===== src/rtl/dhcpl_pkg.sv =====
// Shared types, codes and helpers for the DHCP lease table engine.
`default_nettype none

package dhcpl_pkg;

  // Table size default and address pool limits
  localparam int unsigned DEFAULT_LEASE_ENTRIES = 32;
  localparam logic [7:0]  POOL_LOW              = 8'd16;
  localparam logic [7:0]  POOL_HIGH             = 8'd254;
  localparam logic [7:0]  POOL_SIZE             = 8'd239;
  localparam logic [31:0] HOST_NET_MASK         = 32'hffff_ff00;

  // Message and reply type codes
  localparam logic [7:0] MSG_DISCOVER = 8'd1;
  localparam logic [7:0] MSG_REQUEST  = 8'd3;
  localparam logic [7:0] REPLY_NONE   = 8'd0;
  localparam logic [7:0] REPLY_OFFER  = 8'd2;
  localparam logic [7:0] REPLY_ACK    = 8'd5;

  // Result status codes
  localparam logic [1:0] STATUS_OK    = 2'd0;
  localparam logic [1:0] STATUS_UNSUP = 2'd1;
  localparam logic [1:0] STATUS_FULL  = 2'd2;

  // Register map (index = byte address / 4) and reset values
  localparam logic REG_NETWORK = 1'b0;
  localparam logic REG_PREFIX  = 1'b1;
  localparam logic [31:0] NETWORK_RESET = 32'h0A00_0200;
  localparam logic [4:0]  PREFIX_RESET  = 5'd24;

  // Sequencer states
  typedef enum logic [2:0] {
    S_IDLE,
    S_MSCAN,
    S_HSCAN,
    S_WRITE,
    S_DONE
  } state_t;

  // Table write request
  typedef struct packed {
    logic        en;
    logic [47:0] mac;
    logic [31:0] addr;
  } tbl_wr_t;

  // Leased address from the network base and a host byte
  function automatic logic [31:0] host_addr(input logic [31:0] net, input logic [7:0] host);
    host_addr = (net & HOST_NET_MASK) | {24'd0, host};
  endfunction

  // Next host in the pool with wraparound
  function automatic logic [7:0] pool_next(input logic [7:0] host);
    pool_next = (host >= POOL_HIGH) ? POOL_LOW : host + 8'd1;
  endfunction

  // Force a host outside the pool back to its bottom
  function automatic logic [7:0] pool_clamp(input logic [7:0] host);
    pool_clamp = (host < POOL_LOW || host > POOL_HIGH) ? POOL_LOW : host;
  endfunction

  // Subnet mask from a prefix length
  function automatic logic [31:0] mask_of(input logic [4:0] p);
    logic [5:0] sh;
    sh = 6'd32 - {1'b0, p};
    mask_of = (p == 5'd0) ? 32'd0 : (32'hffff_ffff << sh);
  endfunction

endpackage

`default_nettype wire


===== src/rtl/dhcp_lease_table_engine_unit.sv =====
// DHCP lease table engine: request sequencer, config registers, result register.
//
//   channel | direction | handshake                        | beat
//   --------+-----------+----------------------------------+-------------------------------
//   in_     | input     | in_valid / in_ready              | MAC, message type, xid
//   out_    | output    | out_valid / out_ready            | status, reply, address, mask,
//           |           |                                  | xid, slot
//   cfg_    | APB slave | cfg_psel/cfg_penable, pready = 1 | network @0x0, prefix @0x4
//
// One request at a time. An unsupported type goes straight to S_DONE. A known MAC ends its
// scan at the match; a full table takes one pass over the table. A new lease adds up to one
// pass per host candidate tried (one more than the leased hosts skipped; a clash ends a pass
// early) plus the S_WRITE state; the single read port of the table sets this.
// Reset clears the valid bits, the next-host pointer (16) and both registers at once.
// A result waits in the output register; the next request is taken meanwhile and
// stalls only in its final state, S_DONE, until the previous result has gone.
`default_nettype none

module dhcp_lease_table_engine_unit
  import dhcpl_pkg::*;
#(
  parameter int unsigned LEASE_ENTRIES = DEFAULT_LEASE_ENTRIES
) (
  input  wire logic        clk,
  input  wire logic        rst_n,
  // request channel
  input  wire logic        in_valid,
  output logic             in_ready,
  input  wire logic [47:0] in_client_mac,
  input  wire logic [7:0]  in_message_type,
  input  wire logic [31:0] in_transaction_id,
  // result channel
  output logic             out_valid,
  input  wire logic        out_ready,
  output logic [1:0]       out_status,
  output logic [7:0]       out_reply_type,
  output logic [31:0]      out_leased_address,
  output logic [31:0]      out_subnet_mask,
  output logic [31:0]      out_echoed_transaction,
  output logic [4:0]       out_lease_slot,
  // configuration port
  input  wire logic        cfg_psel,
  input  wire logic        cfg_penable,
  input  wire logic        cfg_pwrite,
  input  wire logic [2:0]  cfg_paddr,
  input  wire logic [31:0] cfg_pwdata,
  output logic [31:0]      cfg_prdata,
  output logic             cfg_pready
);

  localparam int unsigned IDXW = (LEASE_ENTRIES > 1) ? $clog2(LEASE_ENTRIES) : 1;
  localparam int unsigned CNTW = $clog2(LEASE_ENTRIES + 1);
  localparam logic [CNTW-1:0] ENTRY_CNT = CNTW'(LEASE_ENTRIES);
  localparam logic [IDXW-1:0] LAST_IDX  = IDXW'(LEASE_ENTRIES - 1);

  // Configuration registers
  logic [31:0] network_r;
  logic [4:0]  prefix_r;
  logic        cfg_wr;

  assign cfg_pready = 1'b1;
  assign cfg_wr     = cfg_psel && cfg_penable && cfg_pwrite;

  always_ff @(posedge clk) begin
    if (!rst_n) begin
      network_r <= NETWORK_RESET;
      prefix_r  <= PREFIX_RESET;
    end else if (cfg_wr) begin
      unique case (cfg_paddr[2])
        REG_NETWORK: network_r <= cfg_pwdata;
        REG_PREFIX:  prefix_r  <= cfg_pwdata[4:0];
        default:     network_r <= network_r;
      endcase
    end
  end

  always_comb begin
    unique case (cfg_paddr[2])
      REG_NETWORK: cfg_prdata = network_r;
      REG_PREFIX:  cfg_prdata = {27'd0, prefix_r};
      default:     cfg_prdata = 32'd0;
    endcase
  end

  // Sequencer state
  state_t          state_r, state_nxt;
  logic [47:0]     mac_r, mac_nxt;
  logic [31:0]     xid_r, xid_nxt;
  logic [7:0]      reply_r, reply_nxt;
  logic [1:0]      status_r, status_nxt;
  logic [31:0]     addr_r, addr_nxt;
  logic [IDXW-1:0] slot_r, slot_nxt;
  logic [IDXW-1:0] free_slot_r, free_slot_nxt;
  logic            free_found_r, free_found_nxt;
  logic [7:0]      host_r, host_nxt;
  logic [7:0]      tries_r, tries_nxt;
  logic [7:0]      next_host_r, next_host_nxt;
  logic [CNTW-1:0] rd_idx_r, rd_idx_nxt;
  logic            cmp_vld_r, cmp_vld_nxt;
  logic [IDXW-1:0] cmp_idx_r, cmp_idx_nxt;

  // Result register
  logic        out_valid_r, out_valid_nxt;
  logic [1:0]  out_status_r, out_status_nxt;
  logic [7:0]  out_reply_r, out_reply_nxt;
  logic [31:0] out_addr_r, out_addr_nxt;
  logic [31:0] out_mask_r, out_mask_nxt;
  logic [31:0] out_xid_r, out_xid_nxt;
  logic [4:0]  out_slot_r, out_slot_nxt;

  // Table interface
  logic            rd_en;
  tbl_wr_t         wr;
  logic            rd_valid;
  logic [47:0]     rd_mac;
  logic [31:0]     rd_addr;
  logic            last_cmp;
  logic [31:0]     cand_addr;
  logic [31:0]     slot_ext;

  dhcpl_tbl #(
    .LEASE_ENTRIES(LEASE_ENTRIES)
  ) u_tbl (
    .clk      (clk),
    .rst_n    (rst_n),
    .rd_en    (rd_en),
    .rd_idx   (rd_idx_r[IDXW-1:0]),
    .wr       (wr),
    .wr_idx   (free_slot_r),
    .rd_valid (rd_valid),
    .rd_mac   (rd_mac),
    .rd_addr  (rd_addr)
  );

  assign last_cmp  = cmp_vld_r && (cmp_idx_r == LAST_IDX);
  assign cand_addr = host_addr(network_r, host_r);
  assign slot_ext  = 32'(slot_r);
  assign in_ready  = (state_r == S_IDLE);

  // Next state, table accesses and result load
  always_comb begin
    state_nxt      = state_r;
    mac_nxt        = mac_r;
    xid_nxt        = xid_r;
    reply_nxt      = reply_r;
    status_nxt     = status_r;
    addr_nxt       = addr_r;
    slot_nxt       = slot_r;
    free_slot_nxt  = free_slot_r;
    free_found_nxt = free_found_r;
    host_nxt       = host_r;
    tries_nxt      = tries_r;
    next_host_nxt  = next_host_r;
    rd_idx_nxt     = rd_idx_r;
    cmp_vld_nxt    = cmp_vld_r;
    cmp_idx_nxt    = cmp_idx_r;
    rd_en          = 1'b0;
    wr.en          = 1'b0;
    wr.mac         = mac_r;
    wr.addr        = cand_addr;

    out_valid_nxt  = out_valid_r && !out_ready;
    out_status_nxt = out_status_r;
    out_reply_nxt  = out_reply_r;
    out_addr_nxt   = out_addr_r;
    out_mask_nxt   = out_mask_r;
    out_xid_nxt    = out_xid_r;
    out_slot_nxt   = out_slot_r;

    // Issue table reads during either scan
    if (state_r == S_MSCAN || state_r == S_HSCAN) begin
      if (rd_idx_r < ENTRY_CNT) begin
        rd_en       = 1'b1;
        rd_idx_nxt  = rd_idx_r + CNTW'(1);
        cmp_vld_nxt = 1'b1;
        cmp_idx_nxt = rd_idx_r[IDXW-1:0];
      end else begin
        cmp_vld_nxt = 1'b0;
      end
    end

    unique case (state_r)
      S_IDLE: begin
        if (in_valid) begin
          mac_nxt        = in_client_mac;
          xid_nxt        = in_transaction_id;
          rd_idx_nxt     = '0;
          cmp_vld_nxt    = 1'b0;
          free_found_nxt = 1'b0;
          priority if (in_message_type == MSG_DISCOVER) begin
            reply_nxt = REPLY_OFFER;
            state_nxt = S_MSCAN;
          end else if (in_message_type == MSG_REQUEST) begin
            reply_nxt = REPLY_ACK;
            state_nxt = S_MSCAN;
          end else begin
            status_nxt = STATUS_UNSUP;
            state_nxt  = S_DONE;
          end
        end
      end

      // Look for the MAC and note the first free slot
      S_MSCAN: begin
        if (cmp_vld_r) begin
          if (rd_valid && rd_mac == mac_r) begin
            slot_nxt   = cmp_idx_r;
            addr_nxt   = rd_addr;
            status_nxt = STATUS_OK;
            state_nxt  = S_DONE;
          end else begin
            if (!rd_valid && !free_found_r) begin
              free_found_nxt = 1'b1;
              free_slot_nxt  = cmp_idx_r;
            end
            if (last_cmp) begin
              if (free_found_r || !rd_valid) begin
                host_nxt    = pool_clamp(next_host_r);
                tries_nxt   = 8'd0;
                rd_idx_nxt  = '0;
                cmp_vld_nxt = 1'b0;
                state_nxt   = S_HSCAN;
              end else begin
                status_nxt = STATUS_FULL;
                state_nxt  = S_DONE;
              end
            end
          end
        end
      end

      // Test one candidate host against every lease; move on at a conflict
      S_HSCAN: begin
        if (cmp_vld_r) begin
          if (rd_valid && rd_addr == cand_addr) begin
            host_nxt  = pool_next(host_r);
            tries_nxt = tries_r + 8'd1;
            if (tries_r == POOL_SIZE - 8'd1) begin
              state_nxt = S_WRITE;
            end else begin
              rd_idx_nxt  = '0;
              cmp_vld_nxt = 1'b0;
            end
          end else if (last_cmp) begin
            state_nxt = S_WRITE;
          end
        end
      end

      // Store the new lease and advance the pointer
      S_WRITE: begin
        wr.en         = 1'b1;
        addr_nxt      = cand_addr;
        slot_nxt      = free_slot_r;
        next_host_nxt = pool_next(host_r);
        status_nxt    = STATUS_OK;
        state_nxt     = S_DONE;
      end

      // Hand the result to the output register once it is free
      S_DONE: begin
        if (!out_valid_r || out_ready) begin
          out_valid_nxt  = 1'b1;
          out_status_nxt = status_r;
          out_xid_nxt    = xid_r;
          if (status_r == STATUS_OK) begin
            out_reply_nxt = reply_r;
            out_addr_nxt  = addr_r;
            out_mask_nxt  = mask_of(prefix_r);
            out_slot_nxt  = slot_ext[4:0];
          end else begin
            out_reply_nxt = REPLY_NONE;
            out_addr_nxt  = 32'd0;
            out_mask_nxt  = 32'd0;
            out_slot_nxt  = 5'd0;
          end
          state_nxt = S_IDLE;
        end
      end

      default: state_nxt = S_IDLE;
    endcase
  end

  // Control registers
  always_ff @(posedge clk) begin
    if (!rst_n) begin
      state_r      <= S_IDLE;
      next_host_r  <= POOL_LOW;
      out_valid_r  <= 1'b0;
      cmp_vld_r    <= 1'b0;
      free_found_r <= 1'b0;
    end else begin
      state_r      <= state_nxt;
      next_host_r  <= next_host_nxt;
      out_valid_r  <= out_valid_nxt;
      cmp_vld_r    <= cmp_vld_nxt;
      free_found_r <= free_found_nxt;
    end
  end

  // Payload registers
  always_ff @(posedge clk) begin
    mac_r        <= mac_nxt;
    xid_r        <= xid_nxt;
    reply_r      <= reply_nxt;
    status_r     <= status_nxt;
    addr_r       <= addr_nxt;
    slot_r       <= slot_nxt;
    free_slot_r  <= free_slot_nxt;
    host_r       <= host_nxt;
    tries_r      <= tries_nxt;
    rd_idx_r     <= rd_idx_nxt;
    cmp_idx_r    <= cmp_idx_nxt;
    out_status_r <= out_status_nxt;
    out_reply_r  <= out_reply_nxt;
    out_addr_r   <= out_addr_nxt;
    out_mask_r   <= out_mask_nxt;
    out_xid_r    <= out_xid_nxt;
    out_slot_r   <= out_slot_nxt;
  end

  assign out_valid              = out_valid_r;
  assign out_status             = out_status_r;
  assign out_reply_type         = out_reply_r;
  assign out_leased_address     = out_addr_r;
  assign out_subnet_mask        = out_mask_r;
  assign out_echoed_transaction = out_xid_r;
  assign out_lease_slot         = out_slot_r;

endmodule

`default_nettype wire


===== src/rtl/dhcpl_tbl.sv =====
// Lease table storage: MAC and address memories plus per-entry valid bits.
`default_nettype none

module dhcpl_tbl
  import dhcpl_pkg::*;
#(
  parameter int unsigned LEASE_ENTRIES = DEFAULT_LEASE_ENTRIES,
  localparam int unsigned IDXW = (LEASE_ENTRIES > 1) ? $clog2(LEASE_ENTRIES) : 1
) (
  input  wire logic            clk,
  input  wire logic            rst_n,
  input  wire logic            rd_en,
  input  wire logic [IDXW-1:0] rd_idx,
  input  wire tbl_wr_t         wr,
  input  wire logic [IDXW-1:0] wr_idx,
  output logic                 rd_valid,
  output logic [47:0]          rd_mac,
  output logic [31:0]          rd_addr
);

  logic [47:0]              mac_mem  [LEASE_ENTRIES];
  logic [31:0]              addr_mem [LEASE_ENTRIES];
  logic [LEASE_ENTRIES-1:0] valid_r;

  // Write port and registered read port
  always_ff @(posedge clk) begin
    if (wr.en) begin
      mac_mem[wr_idx]  <= wr.mac;
      addr_mem[wr_idx] <= wr.addr;
    end
    if (rd_en) begin
      rd_mac  <= mac_mem[rd_idx];
      rd_addr <= addr_mem[rd_idx];
    end
  end

  // Valid bits: cleared at reset, set on write, sampled with the read
  always_ff @(posedge clk) begin
    if (!rst_n) begin
      valid_r  <= '0;
      rd_valid <= 1'b0;
    end else begin
      if (wr.en) begin
        valid_r[wr_idx] <= 1'b1;
      end
      if (rd_en) begin
        rd_valid <= valid_r[rd_idx];
      end
    end
  end

endmodule

`default_nettype wire


===== config.mk =====
export PLATFORM = sky130hd
export DESIGN_NAME = dhcp_lease_table_engine_unit
export DESIGN_NICKNAME = d
export VERILOG_FILES = /design/src/rtl/dhcpl_pkg.sv /design/src/rtl/dhcp_lease_table_engine_unit.sv /design/src/rtl/dhcpl_tbl.sv
export SDC_FILE = /design/constraint.sdc
export NUM_CORES = 2
export LEC_CHECK = 0
export BUFFER_PORTS_ARGS = -buffer_cell sky130_fd_sc_hd__buf_4
export CAP_MARGIN = 5
export CORE_MARGIN = 2
export CORE_UTILIZATION = 35
export DETAILED_ROUTE_END_ITERATION = 16
export SYNTH_ARGS = -nofsm -noshare
export SYNTH_HDL_FRONTEND = slang
export SYNTH_HIERARCHICAL = 1
export SYNTH_SLANG_ARGS = --single-unit

===== constraint.sdc =====
create_clock -name clk -period 10.8 [get_ports clk]
set_clock_uncertainty 0.2 [all_clocks]
set_input_delay 0.54 -clock clk [delete_from_list [all_inputs] [get_ports clk]]
set_output_delay 0.54 -clock clk [all_outputs]
set_load 0.02 [all_outputs]

==> flow_metrics.env <==
export IMPL_internal_power_uw=21600
export IMPL_critical_path_required_ns=11.08
export IMPL_timing_fmax_mhz=180
export IMPL_post_cts_buffers=0
export IMPL_crit_chain="inv_1 > or2_2 > buf_4 > clkinv_1 > nand3b_1 > nor2_4 > buf_4 > buf_4"
export IMPL_cp_start_kind="flip-flop"
export IMPL_syn_area_mm2=0.113
export IMPL_ff2ff_path_depth=8
export IMPL_overflow=0
export IMPL_ios=276
export IMPL_drc=0
export IMPL_syn_avg_cell_area_um2=23.1
export IMPL_timing_rr_start="state_r[1]"
export IMPL_r2r_setup_slack_ns=5.23
export IMPL_cp_data_arrival_time_ns=5.84
export IMPL_port_buffers=267
export IMPL_cts_sinks=2982
export IMPL_yosysSeqAreaShare=0.782
export IMPL_cts_max_path_buffers=4
export IMPL_die_area_mm2=0.329
export IMPL_wl_um=287000
export IMPL_finalSetupViolCount=0
export IMPL_clkTransAtPathRegs_ns=0.06
export IMPL_place_congestion=0.847
export IMPL_relSlewSlack=0.181
export IMPL_grt_max_degree=148
export IMPL_fin_nets=5676
export IMPL_post_drt_wl_per_cell_um=28.4
export IMPL_synth_async_sr_flop_share=0
export IMPL_dr_pass1_iters=5
export IMPL_hold_path_endpoint="reply_r[1]"
export IMPL_syn_inst=4920
export IMPL_yosysWarnings=6
export IMPL_die_h_um=573
export IMPL_grt_pass1_vias=54700
export IMPL_cp_slowest_stage_delay_ns=0.88
export IMPL_swShare=0.254
export IMPL_clkLatencyLatePin_ns=0.87
export IMPL_dp_hpwl_um=145000
export IMPL_detail_route_antenna_nets=0
export IMPL_p_leak_uw=0.0406
export IMPL_drv_slew=0
export IMPL_status="finished, final reports clean"
export IMPL_grt_pass1_wl_um=408000
export IMPL_crit_path_max_fanout=49
export IMPL_ys_ff_latch=2982
export IMPL_clock_power_share=0.348
export IMPL_worstSetupPathType="reg -> reg"
export IMPL_final_layout_size_suffix_gt1_frac=0.308
export IMPL_htreeDepth=5
export IMPL_finalSetupTns_ns=0
export IMPL_cp_common_cell="buf_4"
export IMPL_antenna_found_initial=4
export IMPL_whs_path_depth=4
export IMPL_critPathTopFamily="buffers and inverters"
export IMPL_p_switching_uw=7350
export IMPL_dr_total_vias=54300
export IMPL_cts_root_buf="clkbuf_16"
export IMPL_track_usage=0.171
export IMPL_drt_initial_drc_count=6342
export IMPL_hold_class="in -> reg"
export IMPL_synth_ff_type="edfxtp_1"
export IMPL_initial_core_util=0.351
export IMPL_min_period_ns=5.57
export IMPL_finalPower_uw=29000
export IMPL_path_buf_inv=5
export IMPL_r2r_end="u_tbl/mac_mem[2][17]"
export IMPL_cap_violations=0
export IMPL_cpMaxStageDelayCell="nor2_4"
export IMPL_std_cell_rows=209
export IMPL_core_area_mm2=0.323
export IMPL_cts_tree="built"
export IMPL_power_density_mw_per_mm2=219
export IMPL_finalCritPeriodShare=0.515
export IMPL_hold_viol_final=0
export IMPL_vdd_ir_drop_max_mv=0.162
export IMPL_worst_pin_slew_ns=1.23
export IMPL_hp_start="in_message_type[5]"
export IMPL_fp_dieW_um=573
export IMPL_synth_cell_types=66
export IMPL_vias_per_cell=5.38
export IMPL_cts_buffers=304
export IMPL_cp_end_kind="flip-flop"
export IMPL_combPwrFrac=0.161
export IMPL_rsz0062_at_grt="no"
export IMPL_syn_to_final_growth_pct=16.4
export IMPL_seq_power_share=0.491
export IMPL_synth_edf_count=2892
-- cells in the mapped netlist (44+ instances only) --
library cell     n  area [µm²]
edfxtp_1      2892       86800
and2_1          44         275
buf_2           46         230
dfxtp_1         90        1800
mux2_2          85         957
clkbuf_1       133         499
xor2_1          46         403
nand2_1        224         841
nor2_1          80         300
mux4_2         800       18000
a21oi_1         52         260
-- power groups by stage --
| stage | logic [µW] | registers (µW) | clock network [µW] |
|---|---|---|---|
| after floorplan | 3010 | 14600 | 0 |
| after global placement | 4660 | 14400 | 0 |
| after detailed placement | 4710 | 14500 | 0 |
| after CTS | 4760 | 14200 | 10300 |
| after global routing | 4990 | 14300 | 10700 |
| final | 4660 | 14200 | 10100 |
-- layout by cell type (no fill, tap or decap), types with 7 or more instances in the layout --
cell / instances
buf_12: 15
a31oi_1: 7
clkbuf_16: 313
clkinv_2: 46
nand2b_1: 10
mux4_2: 800
mux2i_1: 23
clkbuf_1: 63
clkbuf_8: 8
edfxtp_1: 2892
xnor2_1: 41
clkinvlp_4: 8
nor4_1: 14
bufinv_16: 16
inv_6: 8
nor3_1: 19
a21oi_1: 52
buf_4: 412
nor2_4: 33
dlygate4sd3_1: 124
nor2b_1: 36
o21ai_0: 23
and2_1: 44
inv_1: 25
clkinv_1: 65
dfxtp_1: 85
nor2_1: 45
o21a_1: 33
mux2_2: 85
clkinv_8: 7
nand2_1: 224
xor2_1: 46
nand4_1: 22
ha_1: 10
nand3_1: 23
-- worst max path at each step --
stage               start                        end  slack, ns  cells after the start
5_1_grt        state_r[1]       u_tbl/mac_mem[2][11]       5.14                      8
3_5_place_dp   state_r[1]       u_tbl/mac_mem[2][11]       5.33                      8
3_3_place_gp   state_r[1]       u_tbl/mac_mem[2][11]       5.48                      8
2_1_floorplan  state_r[2]  out_echoed_transaction[0]       4.45                      4
6_report       state_r[1]       u_tbl/mac_mem[2][17]       5.23                      8
4_1_cts        state_r[1]       u_tbl/mac_mem[2][17]       5.27                      8
-- layout make-up --
| class | instances | area [µm²] |
|---|---|---|
| Timing Repair Buffer | 552 | 4660 |
| Tap cell | 4325 | 5410 |
| Multi-Input combinational cell | 1668 | 23800 |
| Clock buffer | 384 | 8180 |
| Sequential cell | 2982 | 88700 |
| Fill cell | 28100 | 191000 |
| Antenna cell | 2 | 5.00 |
| Inverter | 28 | 110 |
| Clock inverter | 151 | 1240 |
-- metal layers --
layer  up-vias  share of wire  global-route usage
met4         2          0.023              0.0392
met5         -       0.000045                   0
li1      21900              -                   -
met1     29700           0.43               0.248
met2      2234           0.48               0.275
met3       403          0.068              0.0237
-- worst reg2reg max path: stages (launching register included) --
cell and delay [ns]:
dfxtp_1 0.69, inv_1 0.23, or2_2 0.34, buf_4 0.30, clkinv_1 0.20, nand3b_1 0.64, nor2_4 0.89, buf_4 0.82
buf_4 0.81
-- per-stage QoR --
step | hold WS, ns | setup slack (ns) | instance area, µm² | cells | utilization
2_1_floorplan | 0.200 | 4.45 | 113000 | 4924 | -
3_3_place_gp | 0.201 | 5.48 | 121000 | 9430 | 0.375
3_5_place_dp | 0.205 | 5.33 | 121000 | 9430 | 0.375
4_1_cts | 0.0111 | 5.27 | 132000 | 10100 | 0.408
5_1_grt | 0.0877 | 5.14 | 132000 | 10100 | 0.408
6_report | 0.108 | 5.23 | 132000 | 10100 | 0.409
-- registers in the layout, indices dropped and copies added (netlist names), 48 cells and up --
register	cells
mac_r	48
u_tbl/rd_mac	48
u_tbl/mac_mem	1536
u_tbl/addr_mem	1024
-- kinds of logic (layout without fill, tap and decap cells) --
| group | Yosys count | in the layout | synth area share |
|---|---|---|---|
| buffers and inverters | 274 | 1115 | 0.0112 |
| XOR/XNOR | 87 | 87 | 0.00672 |
| AO/OA/AOI/OAI | 150 | 150 | 0.00857 |
| multiplexers | 908 | 908 | 0.169 |
| flip-flops | 2982 | 2982 | 0.782 |
| other | 2 | 8 | 0.0000662 |
| adder cells (fa/ha/maj) | 10 | 10 | 0.00110 |
| AND/OR/NAND/NOR | 507 | 507 | 0.0213 |
-- repair_timing --
| item | CTS | global route |
|---|---|---|
| hold buffers | 124 | 0 |
| endpoints found under the hold margin | 129 | 0 |
| resized for setup | 0 | 0 |
Power figures use the tool's default switching activity.
